`src/rtl/hdlc_frame_receiver_crc16_macros.svh`:
```
// ----------------------------------------------------------------------------
// hdlc frame receiver assertion macros
// shared concurrent assertion forms, sampled on clock, off during reset
// ----------------------------------------------------------------------------
`ifndef HDLC_FRAME_RECEIVER_CRC16_MACROS_SVH
`define HDLC_FRAME_RECEIVER_CRC16_MACROS_SVH

// condition holds at every edge outside reset
`define HFR_ASSERT_ALWAYS(label, cond, msg) \
   label: assert property (@(posedge clock) disable iff (reset) (cond)) \
      else $error(msg);

// consequent holds in the cycle after the antecedent
`define HFR_ASSERT_NEXT(label, ante, cons, msg) \
   label: assert property (@(posedge clock) disable iff (reset) (ante) |=> (cons)) \
      else $error(msg);

// consequent holds in the same cycle as the antecedent
`define HFR_ASSERT_SAME(label, ante, cons, msg) \
   label: assert property (@(posedge clock) disable iff (reset) (ante) |-> (cons)) \
      else $error(msg);

`endif

```
`src/rtl/hfr_pkg.sv`:
```
// ----------------------------------------------------------------------------
// hfr_pkg
// constants of the hdlc frame receiver: octet codes, crc setup, csr map
// ----------------------------------------------------------------------------
package hfr_pkg;

   // framing octets
   localparam logic [7:0] FLAG_OCTET = 8'h7E;
   localparam logic [7:0] ESC_OCTET  = 8'h7D;
   localparam logic [7:0] FLIP_MASK  = 8'h20;

   // reflected crc-16/ccitt
   localparam logic [15:0] CRC_INIT = 16'hFFFF;
   localparam logic [15:0] CRC_POLY = 16'h8408;

   // frame store depth default
   localparam int MAX_FRAME_DEFAULT = 32;

   // csr map
   localparam int          CSR_ADDR_W       = 2;
   localparam logic [1:0]  CSR_MAX_LEN_ADDR = 2'd0;
   localparam logic [5:0]  MAX_LEN_RESET    = 6'd32;

endpackage

```
`src/rtl/hdlc_frame_receiver_crc16.sv`:
```
// ----------------------------------------------------------------------------
// hdlc_frame_receiver_crc16
// deframes raw octets of an async hdlc link, checks crc-16 and emits payload
// ----------------------------------------------------------------------------
// Input channel req_*: one raw octet per transfer (req_valid / req_stall).
// Output channel rsp_*: one payload octet per transfer with its index and a
// last mark; a good frame with no payload gives one transfer with
// rsp_payload_valid low and rsp_last high.
// Config: csr_* apb-style port, frame length limit register at byte address 0.
// Flow: a flag, an escape, one of the first two octets of a frame or the
// octet that reaches the length limit needs no crc work; any other octet is
// accepted and then passes through the bit-serial crc unit, which handles one
// bit per cycle. A closing flag of a good frame then runs a frame store read
// and an output register load for each payload octet (one of each for an
// empty payload); req_stall stays high meanwhile.
// The output register holds one result; while it waits under rsp_stall the
// read loop holds and req_stall stays high. Once the last result of a frame
// is loaded the block takes octets again while that result waits.
// Reset: synchronous; clears the frame in progress, the escape state and the
// output valid, and sets the frame length limit to 32. The frame store is not
// cleared: only octets written in the current frame are read.
// ----------------------------------------------------------------------------
module hdlc_frame_receiver_crc16 #(
   parameter int MAX_FRAME = hfr_pkg::MAX_FRAME_DEFAULT
) (
   input  logic                          clock,
   input  logic                          reset,
   // input octets
   input  logic                          req_valid,
   output logic                          req_stall,
   input  logic [7:0]                    req_rx_byte,
   // payload results
   output logic                          rsp_valid,
   input  logic                          rsp_stall,
   output logic [7:0]                    rsp_payload_byte,
   output logic                          rsp_payload_valid,
   output logic [4:0]                    rsp_byte_index,
   output logic                          rsp_last,
   // configuration
   input  logic                          csr_psel,
   input  logic                          csr_penable,
   input  logic                          csr_pwrite,
   input  logic [hfr_pkg::CSR_ADDR_W-1:0] csr_paddr,
   input  logic [31:0]                   csr_pwdata,
   output logic [31:0]                   csr_prdata,
   output logic                          csr_pready
);

   `include "hdlc_frame_receiver_crc16_macros.svh"

   localparam int IW = $clog2(MAX_FRAME);
   localparam int CW = $clog2(MAX_FRAME + 1);
   localparam int LW = (CW > 6) ? CW : 6;

   typedef enum logic [1:0] {
      ST_IDLE,
      ST_CRC,
      ST_READ,
      ST_LOAD
   } state_type;

   state_type       state_ff, state_in;
   logic [CW-1:0]   count_ff, count_in;
   logic [15:0]     crc_ff, crc_in;
   logic            esc_ff, esc_in;
   logic [2:0]      bit_cnt_ff, bit_cnt_in;
   logic [7:0]      newest_ff, newest_in;
   logic [7:0]      second_ff, second_in;
   logic [5:0]      max_len_ff, max_len_in;
   logic [IW-1:0]   rd_idx_ff, rd_idx_in;
   logic [IW-1:0]   last_idx_ff, last_idx_in;
   logic            empty_ff, empty_in;
   logic            rsp_valid_ff, rsp_valid_in;
   logic [7:0]      rsp_byte_ff, rsp_byte_in;
   logic            rsp_pvalid_ff, rsp_pvalid_in;
   logic [4:0]      rsp_index_ff, rsp_index_in;
   logic            rsp_last_ff, rsp_last_in;
   logic [7:0]      rd_data_ff;

   logic [7:0]      store_mem [MAX_FRAME];
   logic            mem_we;
   logic [7:0]      data_byte;
   logic [LW-1:0]   limit;
   logic [LW-1:0]   count_next;
   logic            csr_write;
   logic            crc_busy;
   logic            rd_busy;
   logic            empty_rsp;

   // limit saturated to the store depth
   assign limit = (LW'(max_len_ff) > LW'(MAX_FRAME)) ? LW'(MAX_FRAME) : LW'(max_len_ff);
   assign count_next = LW'(count_ff) + LW'(1);
   assign data_byte  = esc_ff ? (req_rx_byte ^ hfr_pkg::FLIP_MASK) : req_rx_byte;
   assign csr_write  = csr_psel && csr_penable && csr_pwrite
                       && (csr_paddr == hfr_pkg::CSR_MAX_LEN_ADDR);

   // next state and datapath
   always_comb begin
      state_in      = state_ff;
      count_in      = count_ff;
      crc_in        = crc_ff;
      esc_in        = esc_ff;
      bit_cnt_in    = bit_cnt_ff;
      newest_in     = newest_ff;
      second_in     = second_ff;
      max_len_in    = max_len_ff;
      rd_idx_in     = rd_idx_ff;
      last_idx_in   = last_idx_ff;
      empty_in      = empty_ff;
      rsp_valid_in  = rsp_valid_ff;
      rsp_byte_in   = rsp_byte_ff;
      rsp_pvalid_in = rsp_pvalid_ff;
      rsp_index_in  = rsp_index_ff;
      rsp_last_in   = rsp_last_ff;
      mem_we        = 1'b0;

      if (csr_write) begin
         max_len_in = csr_pwdata[5:0];
      end

      // output transfer frees the register
      if (rsp_valid_ff && !rsp_stall) begin
         rsp_valid_in = 1'b0;
      end

      unique case (state_ff)
         ST_IDLE: begin
            if (req_valid) begin
               priority if (req_rx_byte == hfr_pkg::FLAG_OCTET) begin
                  esc_in   = 1'b0;
                  count_in = '0;
                  crc_in   = hfr_pkg::CRC_INIT;
                  if (!esc_ff && (count_ff >= CW'(2))
                      && ({newest_ff, second_ff} == crc_ff)) begin
                     empty_in    = (count_ff == CW'(2));
                     rd_idx_in   = '0;
                     last_idx_in = IW'(count_ff - CW'(3));
                     state_in    = ST_READ;
                  end
               end else if (!esc_ff && (req_rx_byte == hfr_pkg::ESC_OCTET)) begin
                  esc_in = 1'b1;
               end else begin
                  esc_in    = 1'b0;
                  mem_we    = 1'b1;
                  newest_in = data_byte;
                  second_in = newest_ff;
                  if (count_next >= limit) begin
                     count_in = '0;
                     crc_in   = hfr_pkg::CRC_INIT;
                  end else begin
                     count_in = CW'(count_next);
                     if (count_ff >= CW'(2)) begin
                        // feed the octet two back into the crc
                        crc_in     = crc_ff ^ {8'h00, second_ff};
                        bit_cnt_in = '0;
                        state_in   = ST_CRC;
                     end
                  end
               end
            end
         end
         ST_CRC: begin
            // one crc bit per cycle
            crc_in     = crc_ff[0] ? ((crc_ff >> 1) ^ hfr_pkg::CRC_POLY) : (crc_ff >> 1);
            bit_cnt_in = bit_cnt_ff + 3'd1;
            if (bit_cnt_ff == 3'd7) begin
               state_in = ST_IDLE;
            end
         end
         ST_READ: begin
            state_in = ST_LOAD;
         end
         ST_LOAD: begin
            if (!rsp_valid_ff || !rsp_stall) begin
               rsp_valid_in = 1'b1;
               if (empty_ff) begin
                  rsp_byte_in   = 8'h00;
                  rsp_pvalid_in = 1'b0;
                  rsp_index_in  = 5'd0;
                  rsp_last_in   = 1'b1;
                  state_in      = ST_IDLE;
               end else begin
                  rsp_byte_in   = rd_data_ff;
                  rsp_pvalid_in = 1'b1;
                  rsp_index_in  = 5'(rd_idx_ff);
                  rsp_last_in   = (rd_idx_ff == last_idx_ff);
                  if (rd_idx_ff == last_idx_ff) begin
                     state_in = ST_IDLE;
                  end else begin
                     rd_idx_in = rd_idx_ff + IW'(1);
                     state_in  = ST_READ;
                  end
               end
            end
         end
         default: begin
            state_in = ST_IDLE;
         end
      endcase
   end

   // state and registered outputs
   always_ff @(posedge clock) begin
      if (reset) begin
         state_ff     <= ST_IDLE;
         count_ff     <= '0;
         crc_ff       <= hfr_pkg::CRC_INIT;
         esc_ff       <= 1'b0;
         bit_cnt_ff   <= '0;
         max_len_ff   <= hfr_pkg::MAX_LEN_RESET;
         rsp_valid_ff <= 1'b0;
      end else begin
         state_ff      <= state_in;
         count_ff      <= count_in;
         crc_ff        <= crc_in;
         esc_ff        <= esc_in;
         bit_cnt_ff    <= bit_cnt_in;
         max_len_ff    <= max_len_in;
         rsp_valid_ff  <= rsp_valid_in;
         newest_ff     <= newest_in;
         second_ff     <= second_in;
         rd_idx_ff     <= rd_idx_in;
         last_idx_ff   <= last_idx_in;
         empty_ff      <= empty_in;
         rsp_byte_ff   <= rsp_byte_in;
         rsp_pvalid_ff <= rsp_pvalid_in;
         rsp_index_ff  <= rsp_index_in;
         rsp_last_ff   <= rsp_last_in;
      end
   end

   // frame store, one write and one registered read port
   always_ff @(posedge clock) begin
      if (mem_we) begin
         store_mem[count_ff[IW-1:0]] <= data_byte;
      end
      if (state_ff == ST_READ) begin
         rd_data_ff <= store_mem[rd_idx_ff];
      end
   end

   // ports
   assign req_stall         = (state_ff != ST_IDLE);
   assign rsp_valid         = rsp_valid_ff;
   assign rsp_payload_byte  = rsp_byte_ff;
   assign rsp_payload_valid = rsp_pvalid_ff;
   assign rsp_byte_index    = rsp_index_ff;
   assign rsp_last          = rsp_last_ff;
   assign csr_pready        = 1'b1;
   assign csr_prdata        = (csr_paddr == hfr_pkg::CSR_MAX_LEN_ADDR)
                              ? {26'd0, max_len_ff} : 32'd0;

   // check terms
   assign crc_busy  = (state_ff == ST_CRC) && (bit_cnt_ff != 3'd7);
   assign rd_busy   = (state_ff == ST_READ) || (state_ff == ST_LOAD);
   assign empty_rsp = rsp_valid_ff && !rsp_pvalid_ff;

   // checks
   `HFR_ASSERT_ALWAYS(a_count_in_range, count_ff < CW'(MAX_FRAME), "byte count beyond store")
   `HFR_ASSERT_NEXT(a_crc_runs_eight, crc_busy, state_ff == ST_CRC, "crc unit left early")
   `HFR_ASSERT_SAME(a_no_esc_in_output, rd_busy, !esc_ff && (count_ff == '0), "frame not cleared")
   `HFR_ASSERT_SAME(a_empty_is_last, empty_rsp, rsp_last_ff && (rsp_index_ff == 5'd0), "bad empty")

endmodule
```
`config.mk`:
```
export PLATFORM = sky130hd
export DESIGN_NAME = hdlc_frame_receiver_crc16
export DESIGN_NICKNAME = d
export VERILOG_FILES = /design/src/rtl/hfr_pkg.sv /design/src/rtl/hdlc_frame_receiver_crc16.sv
export VERILOG_INCLUDE_DIRS = /design/src /design/src/rtl
export SDC_FILE = /design/constraint.sdc
export NUM_CORES = 1
export LEC_CHECK = 0
export BUFFER_PORTS_ARGS = -buffer_cell sky130_fd_sc_hd__buf_2
export CORE_UTILIZATION = 43
export DETAILED_ROUTE_END_ITERATION = 10
export PLACE_DENSITY = 0.59
export SKIP_CTS_REPAIR_TIMING = 1
export SYNTH_ARGS = -nofsm -noshare
export SYNTH_HDL_FRONTEND = slang
export SYNTH_SLANG_ARGS = --single-unit
export TNS_END_PERCENT = 1
```
`constraint.sdc`:
```
create_clock -name clock -period 2.85 [get_ports clock]
set_input_delay 0.4275 -clock clock [delete_from_list [all_inputs] [get_ports clock]]
set_output_delay 0.4275 -clock clock [all_outputs]
set_load 0.01 [all_outputs]
```
==> results.md, run 1 <==
- Post-route ant nets: 0
- Largest net degree at the start of global routing: 69
- Longest Clk Path Bufs: 3
- Post-synthesis simple-gate area fraction: 6.32%
- Synthesized flop and latch total: 341
- Final count of pins violating max slew: 0
- Total clock buffers created by CTS: 37
- Pwr dens: 656 nW/µm²
- FILL cells: 2672
- Die Y-Extent: 184 µm
- Die ar.: 34000 µm²
- Crit path required time: 3.23 ns
- Max_cap viols: 0
- CTS tree: done
- Total congestion overflow: 0
- Crit. path cell count: 9
- Setup violators final: 0
- I/O pin cnt: 99
- Worst-Skew Late Latency: 0.52 ns
- Critical path, cell by cell: inv_1 -> nor3_1 -> xor2_1 -> ha_1 -> a21oi_1 -> o21a_1 -> o211ai_2 -> o311ai_0 -> o211ai_1
- Worst path max stage delay: 0.44 ns
- M1 GR Usage: 26.5%
- Most frequent cells in the layout: 306 x edfxtp_1, 72 x mux4_2, 60 x buf_4
- Ys flop type: edfxtp_1
- WL/cell: 21.3 µm
- Synth-to-layout area growth: 15.3%
- Area of the multi-input gates: 4010 µm²
- Register area: 9890 µm²
- Bufs and invs on worst path: 1
- Async S/R FF share, synth: 0%
- Worst Max-Slew Pin Slew: 0.952 ns
- Max H-tree Level: 2
- Mux share of post-synthesis cell area: 13.0%
- # nets final: 1008
- Leakage Power: 5.46 nW
- FP Rows: 66
- Clock sink total: 341
- Setup TNS: 0 ns
- Slew HR: 36.4%
- Finished Cell Area: 16500 µm²
- Dpl ws: 0.272 ns
- Die X: 184 µm
- Post-synth EDFFs: 306
- Vias per Instance: 5.27
- CP max-delay cell: o311ai_0
- WL final: 30200 µm
- Skew final: 0.0171 ns
- Reg2reg path depth: 9
- Worst VDD drop: 353 µV
- Startpoint types: flop
- Clock period minus worst slack: 2.58 ns
- Crit path max-delay family: compound AO/OA/AOI/OAI gates
- Avg Cell Area, Syn: 17.1 µm²
- Clock transition at the registers of the reported paths: 0.06 ns
- Yosys warning total: 0
- Antenna cells: 0
- Clk root buf: clkbuf_16
- XOR/XNOR Fraction of Synth Area: 2.02%
- CP Capture Type: flop
- Fmax: 0.387 GHz
- First DRT Iteration DRCs: 540
- Compound-gate portion of the synthesized area: 4.80%
- Starting Density: 43.9%
- RSZ-0062 raised after global routing: no
- Crit Path Max Fanout: 10
- Hold/Removal Path Class: input pin to flop
- First-pass iteration count of the detailed router: 4
- Vias: 7461
- GP Congestion: 0.800
- M3 GR Usage: 3.18%
- Hold path cells: 3
- Synth Cell Area: 14300 µm²
- Final worst-path cycle share: 90.6%
- Placed Instance Area: 15300 µm²
- Initial antenna violation count: 0
- Synth cell types: 64
- M2 GR Usage: 29.1%
- Critical Path AT: 2.97 ns
- First-pass GRT wire length: 46000 µm
- GR peak layer: met2
- Sequential fraction of the synthesis area: 69.1%
- Min Hold Slack: 0.133 ns
- Cells after Synth: 837
- Outcome: finished clean
- CP Class: flop to flop
- Vias in the first global route: 7461
- End-of-flow core utilization: 50.6%
- Commonest non-fill, non-tap cell in the layout: edfxtp_1
- GRT Overall Usage: 18.5%
- Setup ws final: 0.266 ns
- Hold Vio Cnt, Final: 0
- Hpwl dp: 19600 µm
- Drt drc: 0
- Share of post-route cells with drive strength above 1: 26.2%
- Port Buffers: 45
- Core area: 32600 µm²
- Main combinational cell family by area after synthesis: multiplexers
- Synth Area in Adders: 1.14%
[worst register-to-register path, cell delays in order (launching register included)]
cell	delay, ns
dfxtp_1	0.32
inv_1	0.09
nor3_1	0.23
xor2_1	0.27
ha_1	0.31
a21oi_1	0.16
o21a_1	0.21
o211ai_2	0.26
o311ai_0	0.45
o211ai_1	0.16
[Yosys cell counts, types with 3 or more instances]
cell | n | area [µm²]
clkbuf_1 | 12 | 45.0
nand3_1 | 15 | 75.1
buf_6 | 5 | 56.3
a22oi_1 | 8 | 60.1
xnor2_1 | 18 | 158
nand4_1 | 5 | 31.3
nor2b_1 | 16 | 100
a41oi_1 | 7 | 61.3
o21a_1 | 10 | 75.1
edfxtp_1 | 306 | 9190
or3_1 | 4 | 25.0
or3b_2 | 3 | 26.3
mux2i_1 | 22 | 220
o311ai_0 | 7 | 61.3
ha_1 | 13 | 163
o21ai_0 | 6 | 30.0
dfxtp_1 | 35 | 701
buf_4 | 30 | 225
mux4_2 | 72 | 1620
o211ai_1 | 10 | 75.1
inv_1 | 27 | 101
and2_1 | 7 | 43.8
nor3_1 | 14 | 70.1
nand3b_1 | 3 | 22.5
o22a_1 | 6 | 52.6
nand2_1 | 32 | 120
buf_2 | 11 | 55.1
xor2_1 | 15 | 131
nor2_1 | 53 | 199
a21oi_1 | 14 | 70.1
buf_1 | 7 | 26.3
[state kept, by name, indices dropped and copies added, names as in the netlist, 2 cells and up]
| register | flops |
|---|---|
| newest_ff | 8 |
| second_ff | 8 |
| rd_data_ff | 8 |
| rsp_payload_byte | 8 |
| state_ff | 2 |
| store_mem | 256 |
| count_ff | 6 |
| rd_idx_ff | 5 |
| last_idx_ff | 5 |
| max_len_ff | 6 |
| crc_ff | 16 |
| bit_cnt_ff | 3 |
| rsp_byte_index | 5 |
[final timing paths]
check                start       endpoint  slack, ns
max reg2reg    count_ff[0]      crc_ff[0]       0.27
min          csr_pwdata[5]  max_len_ff[5]       0.13
max            count_ff[0]      crc_ff[0]       0.27
min reg2reg   newest_ff[4]   second_ff[4]       0.48
[power breakdown]
| part | switching (mW) | internal (mW) |
|---|---|---|
| clock network | 1.90 | 2.69 |
| registers | 0.0663 | 5.54 |
| logic | 0.412 | 0.220 |
| total | 2.38 | 8.45 |
[kinds of logic after synthesis]
| kind of cell | Yosys count |
|---|---|
| other | 2 |
| AOI/OAI and AO/OA | 88 |
| xor gates and xnor gates | 33 |
| adders and majority gates | 13 |
| buffers and inverters | 93 |
| DFF | 341 |
| and+or+nand+nor | 172 |
| muxes | 95 |
[per-layer routing]
metal,wire length (µm),vias to the layer above
li1,-,3456
met1,13900,3768
met2,14300,203
met3,1500,34
met4,506,0
met5,0,-
[metrics by stage]
stage               power, mW  instances
finish                   10.8       1417
global route             11.2       1417
CTS                      10.9       1417
detailed placement       6.34       1349
global placement         6.33       1349
floorplan                6.11        862
[final cells by class]
class / count / share of cell area, %
Tap cell: 442 / 3.35
Inverter: 28 / 0.637
Clock buffer: 47 / 6.10
Clock inverter: 21 / 0.986
Timing Repair Buffer: 110 / 4.70
Multi-Input combinational cell: 428 / 24.3
Sequential cell: 341 / 59.9
No activity file was read; power rests on OpenSTA's default activity.
==> inputs of run 2 (changes only) <==
ABC_AREA = 1   (was default)
==> run 2 against run 1 <==
Effect of this change:
- first-iteration DRC count rose by 49%
- hold slack improved by 0.054 ns
- area after synthesis rose by 1.5%
- sequential power rose by 4.1%
- count of clock-buffer cells in the layout rose by 6
- largest cell class unchanged
- register-to-register slack got worse by 0.02 ns
- utilization fell by 0.15 points
- flip-flop and latch count did not move
==> results.md, run 2 <==
- Largest net degree at the start of global routing: 85 (+23%)
- Share of post-route cells with drive strength above 1: 13.6% (-13 points)
- CP max-delay cell: dfxtp_1
- Critical path, cell by cell: inv_2 -> nor2_2 -> inv_2 -> nor2_1 -> xor2_1 -> ha_1 -> nand2_1 -> clkinv_1 -> nand2_1 -> nand3_2 -> nor2_4 -> nand2_2 -> nand2_8 -> inv_2 -> nand2_4 -> nand2_1 -> nand2_1 -> nand2_1
- Setup ws final: 0.245 ns (-0.0217 ns)
- # nets final: 1460 (+45%)
- CP Capture Point: crc_ff[8]
- Crit path required time: 3.25 ns (+0.02 ns)
- RSZ-0062 raised after global routing: no
- FF-to-FF Start: count_ff[2]
- GRT Overall Usage: 20.5% (+2.0 points)
- Most frequent cells in the layout: 306 x edfxtp_1, 263 x nor2_1, 163 x nand2_1
- First DRT Iteration DRCs: 805 (+49%)
- Synth Cell Area: 14500 µm² (+1.5%)
- Outcome: finished clean
- Top-count cell post-synth: edfxtp_1
- CTS tree: done
- Reg-to-reg endpoint: crc_ff[8]
- Crit path max-delay family: simple AND/OR/NAND/NOR gates
- Setup violators final: 0 (unchanged)
- Worst path max stage delay: 0.38 ns (-0.06 ns)
- Synth-to-layout area growth: 14.2%
- Combinational share of power: 11.0% (+5.2 points)
- Bufs and invs on worst path: 4 (+3)
- R2r setup slk: 0.24 ns (-0.02 ns)
- Clock period minus worst slack: 2.61 ns (+0.0217 ns)
- Clock transition at the registers of the reported paths: 0.05 ns (about the same)
- GP Congestion: 0.808 (+0.98%)
- Slew HR: 46.5% (+10 points)
- Vias: 9607 (+29%)
- FILL cells: 2942 (+10%)
- CP Capture Type: flop
- Initial antenna violation count: 0 (unchanged)
- Max FFs per register: 256 (unchanged)
- Crit Path Max Fanout: 13 (+3)
- Commonest non-fill, non-tap cell in the layout: edfxtp_1
- Total clock buffers created by CTS: 37 (unchanged)
- Synth cell types: 33 (-48%)
- Avg Cell Area, Syn: 11.1 µm² (-35%)
- Hold/Removal Path Class: input pin to flop
- Critical Path AT: 3.01 ns (+0.04 ns)
- Skew final: 0.0121 ns (-0.00499 ns)
- Ys flop type: edfxtp_1
- Most area-hungry cell type in the Yosys netlist: edfxtp_1
- Vias per Instance: 5.15 (-2.2%)
- Max H-tree Level: 2 (unchanged)
- Top cell type's share of synthesized area: 63.3% (-0.93 points)
- Die ar.: 34500 µm² (+1.5%)
- Port Buffers: 45 (unchanged)
- Reg2reg path depth: 18 (+9)
- Hold Vio Cnt, Final: 0 (unchanged)
- I/O pin cnt: 99 (unchanged)
- Worst VDD drop: 392 µV (+11%)
- Sequential fraction of the synthesis area: 68.1% (-1.0 points)
- Post-route ant nets: 0 (unchanged)
- Async S/R FF share, synth: 0% (unchanged)
- Vias in the first global route: 9212 (+23%)
- First-pass GRT wire length: 52700 µm (+15%)
- Final count of pins violating max slew: 0 (unchanged)
- Max_cap viols: 0 (unchanged)
- Total congestion overflow: 0 (unchanged)
- Cells after Synth: 1308 (+56%)
- Startpoint types: flop
- Starting Density: 44.2% (+0.31 points)
- Post-synth EDFFs: 306 (unchanged)
- Clock power share: 38.4% (-4.0 points)
- Drt drc: 0 (unchanged)
- CP Class: flop to flop
- Post-synth top cells: 306 x edfxtp_1, 263 x nor2_1, 164 x nand2_1
- Setup TNS: 0 ns (unchanged)
- Leakage Power: 6.10 nW (+12%)
- FP Rows: 66 (unchanged)
- Net Sw Frac: 24.7% (+2.7 points)
- Crit path top cell by count: nand2_1
- Antenna cells: 0 (unchanged)
- WL/cell: 18.4 µm (-14%)
- End-of-flow core utilization: 50.4% (-0.15 points)
- Crit. path cell count: 18 (+9)
- Longest Clk Path Bufs: 3 (unchanged)
- Int Power: 8.69 mW (+2.9%)
- Psw: 2.85 mW (+20%)
- Worst Max-Slew Pin Slew: 0.802 ns (-0.151 ns)
- Clk root buf: clkbuf_16
- Fmax: 0.384 GHz (-0.83%)
- Dpl ws: 0.208 ns (-0.0642 ns)
- Die X: 186 µm (+0.72%)
- Synthesized flop and latch total: 341 (unchanged)
- Die Y-Extent: 186 µm (+0.72%)
- Worst-Skew Late Latency: 0.52 ns (about the same)
- Hpwl dp: 21100 µm (+7.7%)
- WL final: 34300 µm (+14%)
- Final worst-path cycle share: 91.4% (+0.76 points)
- Pwr dens: 696 nW/µm² (+6.1%)
- Total power: 11.5 mW (+6.6%)
- Ranking of synthesized cells by area: edfxtp_1 63%, nor2_1 6.8%, dfxtp_1 4.8%, o21ai_0 4.7%, nand2_1 4.2%
- CP Launch Point: count_ff[2]
- Min Hold Slack: 0.187 ns (+0.0539 ns)
- Clock sink total: 341 (unchanged)
- Core area: 32900 µm² (+0.76%)
- Sequential Power Share: 50.6% (-1.2 points)
- First-pass iteration count of the detailed router: 5 (+1)
- Yosys warning total: 0 (unchanged)
[run 2: logic make-up after synthesis]
group | Yosys count | share of synthesized area (%)
AOI/OAI and AO/OA | 272 | 10.4
buffers and inverters | 169 | 5.75
adders and majority gates | 13 | 1.12
and+or+nand+nor | 501 | 14.0
xor gates and xnor gates | 10 | 0.603
DFF | 341 | 68.1
other | 2 | 0.0517
[run 2: layout make-up]
cell class                      instances  area, µm²  share of cell area [%]
Tap cell                              442        553                    3.34
Sequential cell                       341       9890                    59.7
Clock buffer                           53       1030                    6.20
Multi-Input combinational cell        823       3920                    23.6
Timing Repair Buffer                  114        806                    4.86
Inverter                               81        305                    1.84
Clock inverter                         11       80.1                   0.483
[run 2: power by group through the flow]
stage                     Sequential [mW]  Clock (mW)  Combinational (mW)
final                                5.84        4.43                1.27
after global routing                 5.86        4.69                1.43
after CTS                            5.84        4.53                1.26
after detailed placement             5.95           0                1.25
after global placement               5.94           0                1.23
after floorplan                      5.92           0               0.884
[run 2: worst min-delay path by stage]
stage	start	end	slack (ns)	depth (start not counted)
after floorplan	bit_cnt_ff[0]	bit_cnt_ff[0]	0.43	1
after global placement	bit_cnt_ff[0]	bit_cnt_ff[0]	0.45	1
after detailed placement	bit_cnt_ff[0]	bit_cnt_ff[0]	0.46	1
after CTS	csr_pwdata[5]	max_len_ff[5]	0.18	3
after global routing	csr_pwdata[5]	max_len_ff[5]	0.19	3
final	csr_pwdata[5]	max_len_ff[5]	0.19	3
[run 2: metal layers]
metal	vias up	global-route usage [%]	wire length [µm]
met5	-	0	0
met4	0	5.51	623
met3	38	2.99	1660
met2	247	34.2	16600
met1	4648	27.8	15400
li1	4674	-	-
[run 2: stage by stage]
stage | cells | instance area [µm²]
3_3_place_gp | 1799 | 15400
6_report | 1865 | 16600
2_1_floorplan | 1333 | 14600
4_1_cts | 1863 | 16500
5_1_grt | 1865 | 16600
3_5_place_dp | 1799 | 15400
[run 2: worst register-to-register path: stages, from the launching register on]
cell and delay (ns):
dfxtp_1 0.38, inv_2 0.09, nor2_2 0.16, inv_2 0.07
nor2_1 0.12, xor2_1 0.22, ha_1 0.28, nand2_1 0.08
clkinv_1 0.07, nand2_1 0.08, nand3_2 0.09, nor2_4 0.22
nand2_2 0.12, nand2_8 0.13, inv_2 0.09, nand2_4 0.11
nand2_1 0.07, nand2_1 0.05, nand2_1 0.04
==> inputs of run 3 (changes only) <==
MAX_ROUTING_LAYER = met4   (was default)
==> run 3 against run 2 <==
Effect of this change:
- utilization unchanged
- cell count unchanged
- clock skew down 0.0015 ns
- register-to-register slack better by 0.02 ns
- non-clock buffer count unchanged
- count of clock-buffer cells in the layout unchanged
- clock power about the same
- power about the same
- via count up 0.50%
==> results.md, run 3 (synthesized netlist as in run 2, its figures left out) <==
- Port Buffers: 45 (unchanged)
- Initial antenna violation count: 0 (unchanged)
- First DRT Iteration DRCs: 872 (+8.3%)
- Commonest non-fill, non-tap cell in the layout: edfxtp_1
- Slew HR: 47.1% (+0.57 points)
- Max_cap viols: 0 (unchanged)
- WL/cell: 18.4 µm (+0.21%)
- Startpoint types: flop
- CP Class: flop to flop
- Placed Instances: 1799 (unchanged)
- Final worst-path cycle share: 90.8% (-0.62 points)
- Min Hold Slack: 0.189 ns (+0.00223 ns)
- Hold/Removal Path Class: input pin to flop
- Total clock buffers created by CTS: 37 (unchanged)
- Vias per Instance: 5.18 (+0.50%)
- Max FFs per register: 256 (unchanged)
- # nets final: 1460 (unchanged)
- Fmax: 0.386 GHz (+0.69%)
- WL final: 34400 µm (+0.21%)
- Worst VDD drop: 389 µV (-0.85%)
- Die X: 186 µm (unchanged)
- First-pass iteration count of the detailed router: 5 (unchanged)
- End-of-flow core utilization: 50.4% (unchanged)
- First-pass GRT wire length: 52800 µm (+0.18%)
- Dpl ws: 0.208 ns (unchanged)
- Setup TNS: 0 ns (unchanged)
- Total congestion overflow: 0 (unchanged)
- Hold Vio Cnt, Final: 0 (unchanged)
- Synth-to-layout area growth: 14.2% (unchanged)
- GRT Overall Usage: 21.1% (+0.63 points)
- Vias in the first global route: 9196 (-0.17%)
- CTS tree: done
- Worst Max-Slew Pin Slew: 0.793 ns (-0.00859 ns)
- Critical Path AT: 2.99 ns (-0.02 ns)
- Vias: 9655 (+0.50%)
- Fin cells: 1865 (unchanged)
- RSZ-0062 raised after global routing: no
- FP Rows: 66 (unchanged)
- I/O pin cnt: 99 (unchanged)
- Final count of pins violating max slew: 0 (unchanged)
- Outcome: finished clean
- Core area: 32900 µm² (unchanged)
- Clock sink total: 341 (unchanged)
- Leakage Power: 6.10 nW (unchanged)
- Starting Density: 44.2% (unchanged)
- Clock period minus worst slack: 2.59 ns (-0.0178 ns)
- Most frequent cells in the layout: 306 x edfxtp_1, 263 x nor2_1, 163 x nand2_1
- Crit Path Max Fanout: 13 (unchanged)
- Die ar.: 34500 µm² (unchanged)
- R2r setup slk: 0.26 ns (+0.02 ns)
- CP Capture Type: flop
- Clk root buf: clkbuf_16
- Max H-tree Level: 2 (unchanged)
- GP Congestion: 0.819 (+1.5%)
- Share of post-route cells with drive strength above 1: 13.6% (unchanged)
- Hpwl dp: 21100 µm (unchanged)
- Crit path required time: 3.25 ns (about the same)
- Worst-Skew Late Latency: 0.52 ns (about the same)
- Antenna cells: 0 (unchanged)
- Pwr dens: 696 nW/µm² (about the same)
- Largest net degree at the start of global routing: 85 (unchanged)
- Longest Clk Path Bufs: 3 (unchanged)
- Clock transition at the registers of the reported paths: 0.05 ns (about the same)
- Drt drc: 0 (unchanged)
- Die Y-Extent: 186 µm (unchanged)
- Post-route ant nets: 0 (unchanged)
- Setup ws final: 0.263 ns (+0.0178 ns)
- Setup violators final: 0 (unchanged)
- Skew final: 0.0106 ns (-0.00146 ns)
[run 3: cell counts in the layout (fill, tap and decap cells not counted)]
Identical to the previous run, type by type.
[run 3: area by class of cell]
class | count | area, µm²
well taps | 442 | 553
fillers | 2942 | 16300
clock buffers | 53 | 1030
repair buffers | 114 | 806
clock inverters | 11 | 80.1
flip-flops and latches | 341 | 9890
inverters | 81 | 305
multi-input cells | 823 | 3920
[run 3: critical path, cell delays in order (launching register included)]
cell and delay, ns:
dfxtp_1 0.38, inv_2 0.09, nor2_2 0.16, inv_2 0.07, nor2_1 0.12, xor2_1 0.21, ha_1 0.28, nand2_1 0.08
clkinv_1 0.07, nand2_1 0.08, nand3_2 0.09, nor2_4 0.22, nand2_2 0.12, nand2_8 0.13, inv_2 0.09, nand2_4 0.11
nand2_1 0.07, nand2_1 0.05, nand2_1 0.04
[run 3: through the flow]
step                total power [mW]  area, µm²
floorplan                       6.81      14600
global placement                7.17      15400
detailed placement              7.20      15400
CTS                             11.6      16500
global route                    12.0      16600
finish                          11.5      16600
[run 3: path summary, 6_finish.rpt]
| kind | startpoint | to | cells after the start |
|---|---|---|---|
| worst max-delay path | count_ff[2] | crc_ff[8] | 18 |
| worst max register to register | count_ff[2] | crc_ff[8] | 18 |
| worst min register to register | bit_cnt_ff[0] | bit_cnt_ff[0] | 1 |
| worst min-delay path | csr_pwdata[5] | max_len_ff[5] | 3 |
[run 3: routing by layer]
metal	routed length [µm]	share of wire, %	track usage (%)
met5	0	0	-
met4	647	1.9	5.51
met3	1700	5.0	2.99
met2	16500	48	34.2
met1	15500	45	27.9
[run 3: where the power goes]
group          switching, mW  total, mW  internal, mW
Combinational          0.898       1.27         0.370
Sequential             0.115       5.84          5.73
Clock                   1.84       4.43          2.60
